`src/rtl/assert_macros.svh`:
```
// Assertion macros used by the top-level RTL file.
`ifndef ASSERT_MACROS_SVH
`define ASSERT_MACROS_SVH
`ifndef NO_ASSERTIONS
`define ASSERT_PROP(lbl, clk, rst_n, prop, msg) \
  lbl: assert property (@(posedge clk) disable iff (!rst_n) prop) else $error(msg);
`define ASSERT_NEVER(lbl, clk, rst_n, cond, msg) \
  lbl: assert property (@(posedge clk) disable iff (!rst_n) !(cond)) else $error(msg);
`else
`define ASSERT_PROP(lbl, clk, rst_n, prop, msg)
`define ASSERT_NEVER(lbl, clk, rst_n, cond, msg)
`endif
`endif

```
`src/rtl/icmp_erc_pkg.sv`:
```
// Types and constants shared by the ICMP echo reply checker.
`default_nettype none
package icmp_erc_pkg;

  localparam int unsigned MaxPacketBytesDefault = 2048;
  localparam int unsigned TotalW = 12;
  localparam int unsigned HdrW   = 6;
  localparam int unsigned IcmpMinBytes = 8;

  localparam logic [7:0] IcmpEchoReply = 8'd0;

  localparam int unsigned OffType  = 0;
  localparam int unsigned OffIdLo  = 4;
  localparam int unsigned OffIdHi  = 5;
  localparam int unsigned OffSeqLo = 6;
  localparam int unsigned OffSeqHi = 7;

  typedef enum logic [1:0] {
    VERDICT_ACCEPT    = 2'd0,
    VERDICT_TOO_SHORT = 2'd1,
    VERDICT_WRONG_ID  = 2'd2,
    VERDICT_NOT_REPLY = 2'd3
  } verdict_e;

  typedef struct packed {
    logic [7:0] data_byte;
    logic       last_byte;
  } item_t;

  typedef struct packed {
    verdict_e          verdict;
    logic [15:0]       sequence_res;
    logic [TotalW-1:0] total_bytes;
  } res_t;

endpackage
`default_nettype wire

```
`src/rtl/icmp_erc_ifs.sv`:
```
// Valid/ready channel interfaces for input, result and configuration.
`default_nettype none
interface icmp_erc_in_if import icmp_erc_pkg::*; ();
  logic       valid;
  logic       ready;
  logic [7:0] data_byte;
  logic       last_byte;

  modport source (output valid, output data_byte, output last_byte, input ready);
  modport sink   (input valid, input data_byte, input last_byte, output ready);
endinterface

interface icmp_erc_out_if import icmp_erc_pkg::*; ();
  logic              valid;
  logic              ready;
  verdict_e          verdict;
  logic [15:0]       sequence_res;
  logic [TotalW-1:0] total_bytes;

  modport source (output valid, output verdict, output sequence_res, output total_bytes,
                  input ready);
  modport sink   (input valid, input verdict, input sequence_res, input total_bytes,
                  output ready);
endinterface

interface icmp_erc_cfg_if import icmp_erc_pkg::*; ();
  logic        valid;
  logic        ready;
  logic [15:0] own_identifier;

  modport source (output valid, output own_identifier, input ready);
  modport sink   (input valid, input own_identifier, output ready);
endinterface
`default_nettype wire

```
`src/rtl/icmp_echo_reply_checker_top.sv`:
```
// A last byte is held in the input register until the result register is free; its verdict is then loaded there.
// Throughput: one byte transaction per cycle; the input register and result register
// overlap, so a byte is taken while a verdict waits, stalling only on a last byte.
// Reset: rst_ni async active low clears the parse state, both valid flags and the
// configured identifier (to zero).
`default_nettype none
`include "assert_macros.svh"
module icmp_echo_reply_checker_top import icmp_erc_pkg::*; #(
  parameter int unsigned MAX_PACKET_BYTES = MaxPacketBytesDefault
) (
  input  logic           clk_i,
  input  logic           rst_ni,
  icmp_erc_cfg_if.sink   cfg_chan,
  icmp_erc_in_if.sink    in_chan,
  icmp_erc_out_if.source out_chan
);

  logic [15:0] own_id_q;
  logic        in_fire;
  logic        item_vld;
  item_t       item_in, item;
  logic        adv;
  logic        par_load;
  logic        out_vld;
  res_t        par_res, out_res;

  assign cfg_chan.ready = 1'b1;

  always_ff @(posedge clk_i or negedge rst_ni) begin
    if (!rst_ni) begin
      own_id_q <= '0;
    end else if (cfg_chan.valid) begin
      own_id_q <= cfg_chan.own_identifier;
    end
  end

  assign item_in.data_byte = in_chan.data_byte;
  assign item_in.last_byte = in_chan.last_byte;

  assign adv      = item_vld && (!item.last_byte || !out_vld || out_chan.ready);
  assign par_load = adv && item.last_byte;
  assign in_chan.ready = !item_vld || adv;
  assign in_fire  = in_chan.valid && in_chan.ready;

  icmp_erc_in_stage u_in (
    .clk_i  (clk_i),
    .rst_ni (rst_ni),
    .fire_i (in_fire),
    .item_i (item_in),
    .adv_i  (adv),
    .vld_o  (item_vld),
    .item_o (item)
  );

  icmp_erc_parser #(
    .MAX_PACKET_BYTES (MAX_PACKET_BYTES)
  ) u_parser (
    .clk_i    (clk_i),
    .rst_ni   (rst_ni),
    .adv_i    (adv),
    .item_i   (item),
    .own_id_i (own_id_q),
    .res_o    (par_res)
  );

  icmp_erc_out_stage u_out (
    .clk_i   (clk_i),
    .rst_ni  (rst_ni),
    .load_i  (par_load),
    .res_i   (par_res),
    .ready_i (out_chan.ready),
    .vld_o   (out_vld),
    .res_o   (out_res)
  );

  assign out_chan.valid        = out_vld;
  assign out_chan.verdict      = out_res.verdict;
  assign out_chan.sequence_res = out_res.sequence_res;
  assign out_chan.total_bytes  = out_res.total_bytes;

  `ASSERT_NEVER(a_no_overwrite, clk_i, rst_ni, par_load && out_vld && !out_chan.ready, "result overwritten before taken")
  `ASSERT_PROP(a_rise_from_last, clk_i, rst_ni, $rose(out_vld) |-> $past(par_load), "result valid without last byte")
  `ASSERT_PROP(a_item_held, clk_i, rst_ni, (item_vld && !adv) |=> item_vld, "stalled byte dropped")

endmodule
`default_nettype wire

```
`src/rtl/icmp_erc_in_stage.sv`:
```
// Input register holding one accepted byte transaction.
`default_nettype none
module icmp_erc_in_stage import icmp_erc_pkg::*; (
  input  logic  clk_i,
  input  logic  rst_ni,
  input  logic  fire_i,
  input  item_t item_i,
  input  logic  adv_i,
  output logic  vld_o,
  output item_t item_o
);

  logic  vld_d, vld_q;
  item_t item_q;

  always_comb begin
    vld_d = vld_q;
    if (fire_i) begin
      vld_d = 1'b1;
    end else if (adv_i) begin
      vld_d = 1'b0;
    end
  end

  always_ff @(posedge clk_i or negedge rst_ni) begin
    if (!rst_ni) begin
      vld_q <= 1'b0;
    end else begin
      vld_q <= vld_d;
    end
  end

  always_ff @(posedge clk_i) begin
    if (fire_i) begin
      item_q <= item_i;
    end
  end

  assign vld_o  = vld_q;
  assign item_o = item_q;

endmodule
`default_nettype wire

```
`src/rtl/icmp_erc_parser.sv`:
```
// Per-packet parse state and verdict logic.
`default_nettype none
module icmp_erc_parser import icmp_erc_pkg::*; #(
  parameter int unsigned MAX_PACKET_BYTES = MaxPacketBytesDefault
) (
  input  logic        clk_i,
  input  logic        rst_ni,
  input  logic        adv_i,
  input  item_t       item_i,
  input  logic [15:0] own_id_i,
  output res_t        res_o
);

  localparam int unsigned CntW = $clog2(MAX_PACKET_BYTES + 1);
  localparam logic [CntW-1:0] MaxCnt = CntW'(MAX_PACKET_BYTES);

  logic [CntW-1:0] cnt_d, cnt_q;
  logic [HdrW-1:0] hdr_d, hdr_q;
  logic [7:0]      type_d, type_q;
  logic [15:0]     id_d, id_q;
  logic [15:0]     seq_d, seq_q;
  logic [CntW-1:0] off;
  logic            in_msg;
  logic            sat;

  always_comb begin
    cnt_d  = cnt_q;
    hdr_d  = hdr_q;
    type_d = type_q;
    id_d   = id_q;
    seq_d  = seq_q;
    sat    = (cnt_q == MaxCnt);
    if (!sat && (cnt_q == '0)) begin
      hdr_d = {item_i.data_byte[3:0], 2'b00};
    end
    in_msg = (cnt_q >= CntW'(hdr_d));
    off    = cnt_q - CntW'(hdr_d);
    if (!sat) begin
      cnt_d = cnt_q + CntW'(1);
      if (in_msg) begin
        unique case (off)
          CntW'(OffType):  type_d      = item_i.data_byte;
          CntW'(OffIdLo):  id_d[7:0]   = item_i.data_byte;
          CntW'(OffIdHi):  id_d[15:8]  = item_i.data_byte;
          CntW'(OffSeqLo): seq_d[7:0]  = item_i.data_byte;
          CntW'(OffSeqHi): seq_d[15:8] = item_i.data_byte;
          default: ;
        endcase
      end
    end
  end

  always_comb begin
    priority if (cnt_d < (CntW'(hdr_d) + CntW'(IcmpMinBytes))) begin
      res_o.verdict = VERDICT_TOO_SHORT;
    end else if (id_d != own_id_i) begin
      res_o.verdict = VERDICT_WRONG_ID;
    end else if (type_d != IcmpEchoReply) begin
      res_o.verdict = VERDICT_NOT_REPLY;
    end else begin
      res_o.verdict = VERDICT_ACCEPT;
    end
    res_o.sequence_res = seq_d;
    res_o.total_bytes  = TotalW'(cnt_d);
  end

  always_ff @(posedge clk_i or negedge rst_ni) begin
    if (!rst_ni) begin
      cnt_q  <= '0;
      hdr_q  <= '0;
      type_q <= '0;
      id_q   <= '0;
      seq_q  <= '0;
    end else if (adv_i) begin
      if (item_i.last_byte) begin
        cnt_q  <= '0;
        hdr_q  <= '0;
        type_q <= '0;
        id_q   <= '0;
        seq_q  <= '0;
      end else begin
        cnt_q  <= cnt_d;
        hdr_q  <= hdr_d;
        type_q <= type_d;
        id_q   <= id_d;
        seq_q  <= seq_d;
      end
    end
  end

endmodule
`default_nettype wire

```
`src/rtl/icmp_erc_out_stage.sv`:
```
// Result register toward the output channel.
`default_nettype none
module icmp_erc_out_stage import icmp_erc_pkg::*; (
  input  logic clk_i,
  input  logic rst_ni,
  input  logic load_i,
  input  res_t res_i,
  input  logic ready_i,
  output logic vld_o,
  output res_t res_o
);

  logic vld_d, vld_q;
  res_t res_q;

  always_comb begin
    vld_d = vld_q;
    if (load_i) begin
      vld_d = 1'b1;
    end else if (ready_i) begin
      vld_d = 1'b0;
    end
  end

  always_ff @(posedge clk_i or negedge rst_ni) begin
    if (!rst_ni) begin
      vld_q <= 1'b0;
    end else begin
      vld_q <= vld_d;
    end
  end

  always_ff @(posedge clk_i) begin
    if (load_i) begin
      res_q <= res_i;
    end
  end

  assign vld_o = vld_q;
  assign res_o = res_q;

endmodule
`default_nettype wire

```
`src/flat_wrapper.sv`:
```
// flat-port wrapper written by rule: the top's interface ports become plain ports
module icmp_echo_reply_checker_top_flat import icmp_erc_pkg::*;
#(
  parameter int unsigned MAX_PACKET_BYTES = MaxPacketBytesDefault
)
  (clk_i, rst_ni, cfg_chan_valid, cfg_chan_own_identifier, cfg_chan_ready, in_chan_valid, in_chan_data_byte, in_chan_last_byte, in_chan_ready, out_chan_valid, out_chan_verdict, out_chan_sequence_res, out_chan_total_bytes, out_chan_ready);
  icmp_erc_cfg_if cfg_chan_i ();
  icmp_erc_in_if in_chan_i ();
  icmp_erc_out_if out_chan_i ();
  input  logic clk_i;
  input  logic rst_ni;
  input wire logic [$bits(cfg_chan_i.valid)-1:0] cfg_chan_valid;
  input wire logic [$bits(cfg_chan_i.own_identifier)-1:0] cfg_chan_own_identifier;
  output wire logic [$bits(cfg_chan_i.ready)-1:0] cfg_chan_ready;
  input wire logic [$bits(in_chan_i.valid)-1:0] in_chan_valid;
  input wire logic [$bits(in_chan_i.data_byte)-1:0] in_chan_data_byte;
  input wire logic [$bits(in_chan_i.last_byte)-1:0] in_chan_last_byte;
  output wire logic [$bits(in_chan_i.ready)-1:0] in_chan_ready;
  output wire logic [$bits(out_chan_i.valid)-1:0] out_chan_valid;
  output wire logic [$bits(out_chan_i.verdict)-1:0] out_chan_verdict;
  output wire logic [$bits(out_chan_i.sequence_res)-1:0] out_chan_sequence_res;
  output wire logic [$bits(out_chan_i.total_bytes)-1:0] out_chan_total_bytes;
  input wire logic [$bits(out_chan_i.ready)-1:0] out_chan_ready;
  assign cfg_chan_i.valid = cfg_chan_valid;
  assign cfg_chan_i.own_identifier = cfg_chan_own_identifier;
  assign cfg_chan_ready = cfg_chan_i.ready;
  assign in_chan_i.valid = in_chan_valid;
  assign in_chan_i.data_byte = in_chan_data_byte;
  assign in_chan_i.last_byte = in_chan_last_byte;
  assign in_chan_ready = in_chan_i.ready;
  assign out_chan_valid = out_chan_i.valid;
  assign out_chan_verdict = out_chan_i.verdict;
  assign out_chan_sequence_res = out_chan_i.sequence_res;
  assign out_chan_total_bytes = out_chan_i.total_bytes;
  assign out_chan_i.ready = out_chan_ready;
  icmp_echo_reply_checker_top #(.MAX_PACKET_BYTES(MAX_PACKET_BYTES)) u_core (.clk_i(clk_i), .rst_ni(rst_ni), .cfg_chan(cfg_chan_i), .in_chan(in_chan_i), .out_chan(out_chan_i));
endmodule
```
`config.mk`:
```
export PLATFORM = sky130hd
export DESIGN_NAME = icmp_echo_reply_checker_top_flat
export DESIGN_NICKNAME = d
export VERILOG_FILES = /design/src/rtl/icmp_erc_pkg.sv /design/src/rtl/icmp_erc_ifs.sv /design/src/rtl/icmp_echo_reply_checker_top.sv /design/src/rtl/icmp_erc_in_stage.sv /design/src/rtl/icmp_erc_parser.sv /design/src/rtl/icmp_erc_out_stage.sv /design/src/flat_wrapper.sv
export VERILOG_INCLUDE_DIRS = /design/src /design/src/rtl
export SDC_FILE = /design/constraint.sdc
export NUM_CORES = 1
export LEC_CHECK = 0
export CORE_MARGIN = 5
export CORE_UTILIZATION = 59
export CTS_CLUSTER_SIZE = 20
export DETAILED_ROUTE_END_ITERATION = 10
export DONT_BUFFER_PORTS = 1
export PLACE_DENSITY = 0.75
export RECOVER_POWER = 25
export SETUP_SLACK_MARGIN = 0.2
export SLEW_MARGIN = 15
export SYNTH_ARGS = -nofsm -noshare
export SYNTH_HDL_FRONTEND = slang
export SYNTH_SLANG_ARGS = --single-unit
```
`constraint.sdc`:
```
create_clock -name clk_i -period 5.2 [get_ports clk_i]
set_clock_uncertainty 0.05 [all_clocks]
set_input_delay 1.04 -clock clk_i [delete_from_list [all_inputs] [get_ports clk_i]]
set_output_delay 1.04 -clock clk_i [all_outputs]
set_load 0.02 [all_outputs]
```
Word-level counts from Yosys, hierarchy flattened --
Cells that the tools add are included.
Cells by class: multiplexer cells 24, add/sub/neg operators 3, magnitude comparators 2, reduce and logical (&&, ||, !) cells 16, equal/unequal tests 6
Operators by type and width (count):
- $mux 16 | 6
- $mux 8 | 8
- $eq 12x3->1 const B | 4
- $logic_not 12->1 | 2
- $mux 12 | 2
- $ne 16x16->1 | 1
- $add 12x1->12 const B | 1
- $eq 12x12->1 const B | 1
- $ge 12x6->1 | 1
- $lt 12x7->1 | 1
- $mux 6 | 2
- $sub 12x6->12 | 1
- $reduce_bool 8->1 | 1
- $add 6x4->7 const B | 1
- $logic_and 1x1->1 | 4
- $logic_not 1->1 | 4
- $mux 1 | 4
- $mux 2 | 2
- $reduce_bool 2->1 | 2
- $logic_or 1x1->1 | 3
Storage, ports and cells: bits of input ports 30, logic and storage cells 64, flip-flop bits (word level) 115

Logic depth before layout (Yosys ltp) --
word-level depth 12, mapped depth 18, gate-level depth less buffers 16

By module --
From an unflattened synthesis, not the netlist that was laid out.
Second synthesis, totals: cells, all modules 539, area total of the unflattened synthesis 6129.6 sq um
Modules (own cells, without submodules):
- icmp_erc_parser | times used 1, cells each 452, sequential area each 1451.4 sq um, area an instance 4189.0 sq um
- icmp_erc_out_stage | times used 1, cells each 33, sequential area each 925.9 sq um, area an instance 937.1 sq um
- icmp_echo_reply_checker_top | times used 1, cells each 42, sequential area each 400.4 sq um, area an instance 696.9 sq um
- icmp_erc_in_stage | times used 1, cells each 12, sequential area each 295.3 sq um, area an instance 306.5 sq um

Worst setup path before layout --
Ideal clock, no wire load.
path type register -> register, start reg u_core.u_parser.cnt_q[8], end reg u_core.u_out.res_q (netlist bit u_core.u_out.res_o[29]) (data pin), setup time 0.259 ns, buffers on the path 3, required time 4.891 ns, cell stages (with the launch flop) 18, arrival 4.466 ns, setup slack 0.425 ns, clock period less this slack 4.775 ns, cells stage by stage dfrtp_1 clkbuf_2 nor4_4 buf_4 nand3_2 mux2i_1 ha_1 buf_1 or3b_2 a31oi_1 a211o_1 nand3_1 a32o_1 a2111o_1 nor4_2 mux2i_1 o211ai_1 o31a_1
Between the ends: longest elaborated chain between the ends 12
Ends and longest elaborated chain:
- start: declaration | line icmp_erc_parser.sv:17 | logic [CntW-1:0] cnt_d, cnt_q;
- start signal: assignment | line icmp_erc_parser.sv:82 | cnt_q <= cnt_d;
- $eq 12x12->1 | line icmp_erc_parser.sv:32 | sat = (cnt_q == MaxCnt);
- $logic_not 1->1
- $logic_and 1x1->1 | line icmp_erc_parser.sv:33 | if (!sat && (cnt_q == '0)) begin
- $mux 6 | line icmp_erc_parser.sv:33
- $sub 12x6->12 | line icmp_erc_parser.sv:37 | off = cnt_q - CntW'(hdr_d);
- $logic_not 12->1 | line icmp_erc_parser.sv:41 | unique case (off)
- $mux 8 | line icmp_erc_parser.sv:41
- $mux 8 | line icmp_erc_parser.sv:40 | if (in_msg) begin
- $mux 8 | line icmp_erc_parser.sv:38 | if (!sat) begin
- $reduce_bool 8->1 | line icmp_erc_parser.sv:58 | end else if (type_d != IcmpEchoReply) begin
- $mux 2 | line icmp_erc_parser.sv:58
- $mux 2 | line icmp_erc_parser.sv:56 | end else if (id_d != own_id_i) begin
- end signal: assignment | line icmp_erc_out_stage.sv:35 | res_q <= res_i;
- end: declaration | line icmp_erc_out_stage.sv:14 | res_t res_q;
Several ways; a longest one is shown, not always the timed one. A chain may end at the register's enable or synchronous reset.

==> summary.txt <==
Place
  – Instance area after placement: 6300 um2
  – Final RePlAce weighted congestion: 0.936
  – Setup WS pre-CTS: 0.249 ns
  – Number of placed cells counting well taps: 667
  – Detailed placement HPWL: 10,600 um
  – Number of buffers inserted by port buffering: 0

STA
  – Setup repair after global routing missed its margin: no
  – Min Tclk post-route: 4.79 ns
  – Hold violation total from the final report: 0
  – WHS: 0.142 ns
  – Slew of the pin with the lowest slew margin: 1.09 ns
  – Share of the clock period used by the worst path after layout: 92.1%
  – Max transition margin: 27.3%
  – Number of failing setup endpoints in the final timing report: 0
  – Fmax achieved: 0.209 GHz
  – Total Neg Setup Slack: 0 ns
  – Max-slew violations: 0
  – Post-route setup slack: 0.411 ns

Clocking
  – Clock H-tree levels: 4
  – TritonCTS clock tree: yes
  – Sink count of the clock tree: 115
  – Count of hold buffers inserted by post-cts repair: 0
  – Number of buffers inserted during clock tree synthesis: 17
  – Buffer levels on the longest clock path: 2
  – Buffer cell driving the clock tree root: clkbuf_8
  – Clock insertion delay at the later pin of the skew report: 0.54 ns
  – Clock transition at the registers of the reported paths: 0.06 ns

Route
  – Routed wire length: 15,700 um
  – First-pass iteration count of the detailed router: 5
  – DRC violations left: 0
  – DR WL/cell: 22.4 um
  – Detail Route Antenna Nets: 0
  – Vias per inst: 6.32
  – DR vias: 4,442
  – Initial DRC count: 349

Die
  – Number of rows created at floorplan: 37
  – Area enclosed by the die boundary: 12,500 um2
  – Die X-Extent: 112 um
  – DIE HEIGHT: 112 um
  – CORE AREA: 10,200 um2
  – Starting utilization of the core area: 59.9%
  – Top-level port count: 63

Synth
  – Synth Flop Type: dfrtp_1
  – Number of warnings reported in the yosys synthesis log: 0
  – Netlist cell types: 67
  – Cell taking the most area after synthesis: dfrtp_1
  – Count of mapped cells out of synthesis: 545
  – Top cells by area in the synthesized netlist: dfrtp_1 31%, edfxtp_1 19%, a22o_1 6.1%
  – Proportion of synthesized chip area in sequential cells: 50.1%
  – Fraction of post-synthesis cell area in the top cell type by area: 31.0%
  – Synthesis-stage register bit count: 115
  – Synth async-reset ratio: 66.1%
  – Nets in the synthesized netlist: 588
  – Netlist Area Pre-Place: 6130 um2
  – Count of flip-flops with a built-in enable after synthesis: 39
  – Mean post-synth cell area: 11.2 um2

Cells and area
  – Multi-input logic area: 2870 um2
  – Cell area after layout: 6930 um2
  – Antenna fix cells: 0
  – Most common library cell in the layout ignoring fill and taps: dfrtp_1
  – Final cell count without fillers: 703
  – Synth-to-Final Area Change: 13.1%
  – Commonest cells after routing, fill and taps aside: 76 x dfrtp_1, 43 x a22o_1, 39 x edfxtp_1
  – Number of fill cells in the layout: 749
  – Core Util, Final: 67.7%
  – Sequential cell area: 3070 um2
  – Fraction of layout cells with a size suffix above 1: 18.3%
  – Total Nets Final: 597

Pwr
  – Post-route total power: 2.71 mW
  – P_leak: 2.96 nW
  – Power density relative to cell area: 391 nW/um2
  – Worst vdd ir: 366 uV

Global route
  – Global-route wire length before repair: 25,200 um
  – Residual overflow from global routing: 0
  – GRT Util Overall: 26.3%
  – Pin count of the biggest net entering global routing: 77
  – Initial antenna violation count: 0
  – Vias in the first global route: 4,637

Worst setup path
  – Top Family by Delay on Critical Path: simple AND/OR/NAND/NOR gates
  – Endpoint required time on the critical path: 5.57 ns
  – Critical Path Slowest Stage Cell: or4b_2
  – Stage delay of the slowest cell on the critical path: 0.63 ns
  – Number of buffers and inverters on the critical path: 2
  – Crit path launch type: flop
  – Arrival time at the worst endpoint: 5.16 ns
  – CP endpoint kind: flop
  – Critical path, cell by cell: inv_1 > ha_1 > nor3b_2 > nand3_2 > mux2i_1 > ha_1 > or4b_2 > o22ai_1 > o211ai_1 > a211oi_1 > nand4_1 > nor3_2 > nand3_2 > nor4_4 > buf_4 > mux2_2 > a22o_1
  – Maximum fanout encountered on the critical timing path: 8
  – Type of the worst setup path: reg2reg

Run status
  – Result of the run: finished, final reports clean

Worst hold path
  – Worst hold path type: in2async

Flow run
  – Max-capacitance violation count: 0
-- repair_timing --
action	4_1_cts	5_1_grt
setup buffers	0	4
endpoints found under the setup margin	0	50
gates resized for setup	0	4
-- cell usage after synthesis (4+ instances only) --
library cell	n
mux2i_1	10
nor3_1	8
nor4_1	10
and3_1	7
xor2_1	18
a22o_1	43
inv_1	21
dfrtp_1	76
and2_1	8
clkbuf_1	21
nor2b_1	10
nand2b_1	4
edfxtp_1	39
mux2_2	32
o21ai_0	27
o31ai_1	4
nand4_1	10
xnor2_1	24
nor4_4	4
nor2_1	22
nand2_1	31
ha_1	12
a21oi_1	13
a21o_1	4
a31oi_1	6
buf_2	4
nand3_1	20
-- sequential cells by signal, summed over array words and instances, names as in the netlist --
name,flops
u_core.u_parser.type_q,8
u_core.u_parser.seq_q,16
u_core.u_parser.id_q,16
u_core.u_parser.hdr_q,6
u_core.u_in.vld_o,1
u_core.own_id_q,16
u_core.u_parser.cnt_q,12
u_core.u_out.vld_o,1
u_core.u_in.item_o,9
u_core.u_out.res_o,30
-- worst register-to-register path, stage by stage (launching register included) --
cell	delay (ns)
dfrtp_1	0.42
inv_1	0.14
ha_1	0.17
nor3b_2	0.22
nand3_2	0.22
mux2i_1	0.23
ha_1	0.31
or4b_2	0.63
o22ai_1	0.20
o211ai_1	0.13
a211oi_1	0.22
nand4_1	0.15
nor3_2	0.26
nand3_2	0.21
nor4_4	0.31
buf_4	0.22
mux2_2	0.38
a22o_1	0.21
-- final timing paths --
| kind | start | endpoint | slack, ns | depth (start not counted) |
|---|---|---|---|---|
| worst max-delay path | u_core.u_parser.cnt_q[0]$_DFFE_PN0P_ | u_core.u_parser.seq_q[4]$_DFFE_PN0P_ | 0.41 | 17 |
| worst min-delay path | rst_ni | u_core.own_id_q[6]$_DFFE_PN0P_ | 0.14 | 0 |
| worst max register to register | u_core.u_parser.cnt_q[0]$_DFFE_PN0P_ | u_core.u_parser.seq_q[4]$_DFFE_PN0P_ | 0.41 | 17 |
| worst min register to register | u_core.u_parser.seq_q[14]$_DFFE_PN0P_ | u_core.u_parser.seq_q[14]$_DFFE_PN0P_ | 0.45 | 1 |
| max in group asynchronous | rst_ni | u_core.u_parser.cnt_q[2]$_DFFE_PN0P_ | 4.84 | 0 |
| min in group clk_i | u_core.u_parser.seq_q[14]$_DFFE_PN0P_ | u_core.u_parser.seq_q[14]$_DFFE_PN0P_ | 0.45 | 1 |
-- kinds of logic (layout without fill, tap and decap cells) --
group / Yosys count / count (layout) / share of synthesized area, %
adder cells (fa/ha/maj): 14 / 14 / 2.94
buffers and inverters: 52 / 74 / 3.47
multiplexers: 42 / 42 / 7.51
AND/OR/NAND/NOR: 154 / 154 / 14.9
AO/OA/AOI/OAI: 125 / 125 / 15.0
flip-flops: 115 / 115 / 50.1
XOR/XNOR: 42 / 42 / 6.00
other: 1 / 1 / 0.0612
-- power breakdown --
group          switching (mW)  internal, mW  total (mW)
logic                   0.337         0.216       0.553
registers              0.0700         0.986        1.06
clock network           0.429         0.669        1.10
total                   0.836          1.87        2.71
-- final cells by class --
cell class	instances	area share [%]
inverter	21	1.14
sequential	115	44.3
tap	136	2.46
multi-input combinational	378	41.5
clock buffer	22	7.15
clock inverter	10	0.993
timing repair buffer	21	2.46
-- metal layers --
| layer | up-vias | track usage [%] | wire (um) |
|---|---|---|---|
| met4 | 0 | 10.8 | 321 |
| met5 | - | 0 | 0 |
| met1 | 2178 | 33.9 | 6590 |
| li1 | 2041 | - | - |
| met2 | 189 | 40.0 | 7580 |
| met3 | 34 | 9.84 | 1220 |
Power figures use the tool's default switching activity.
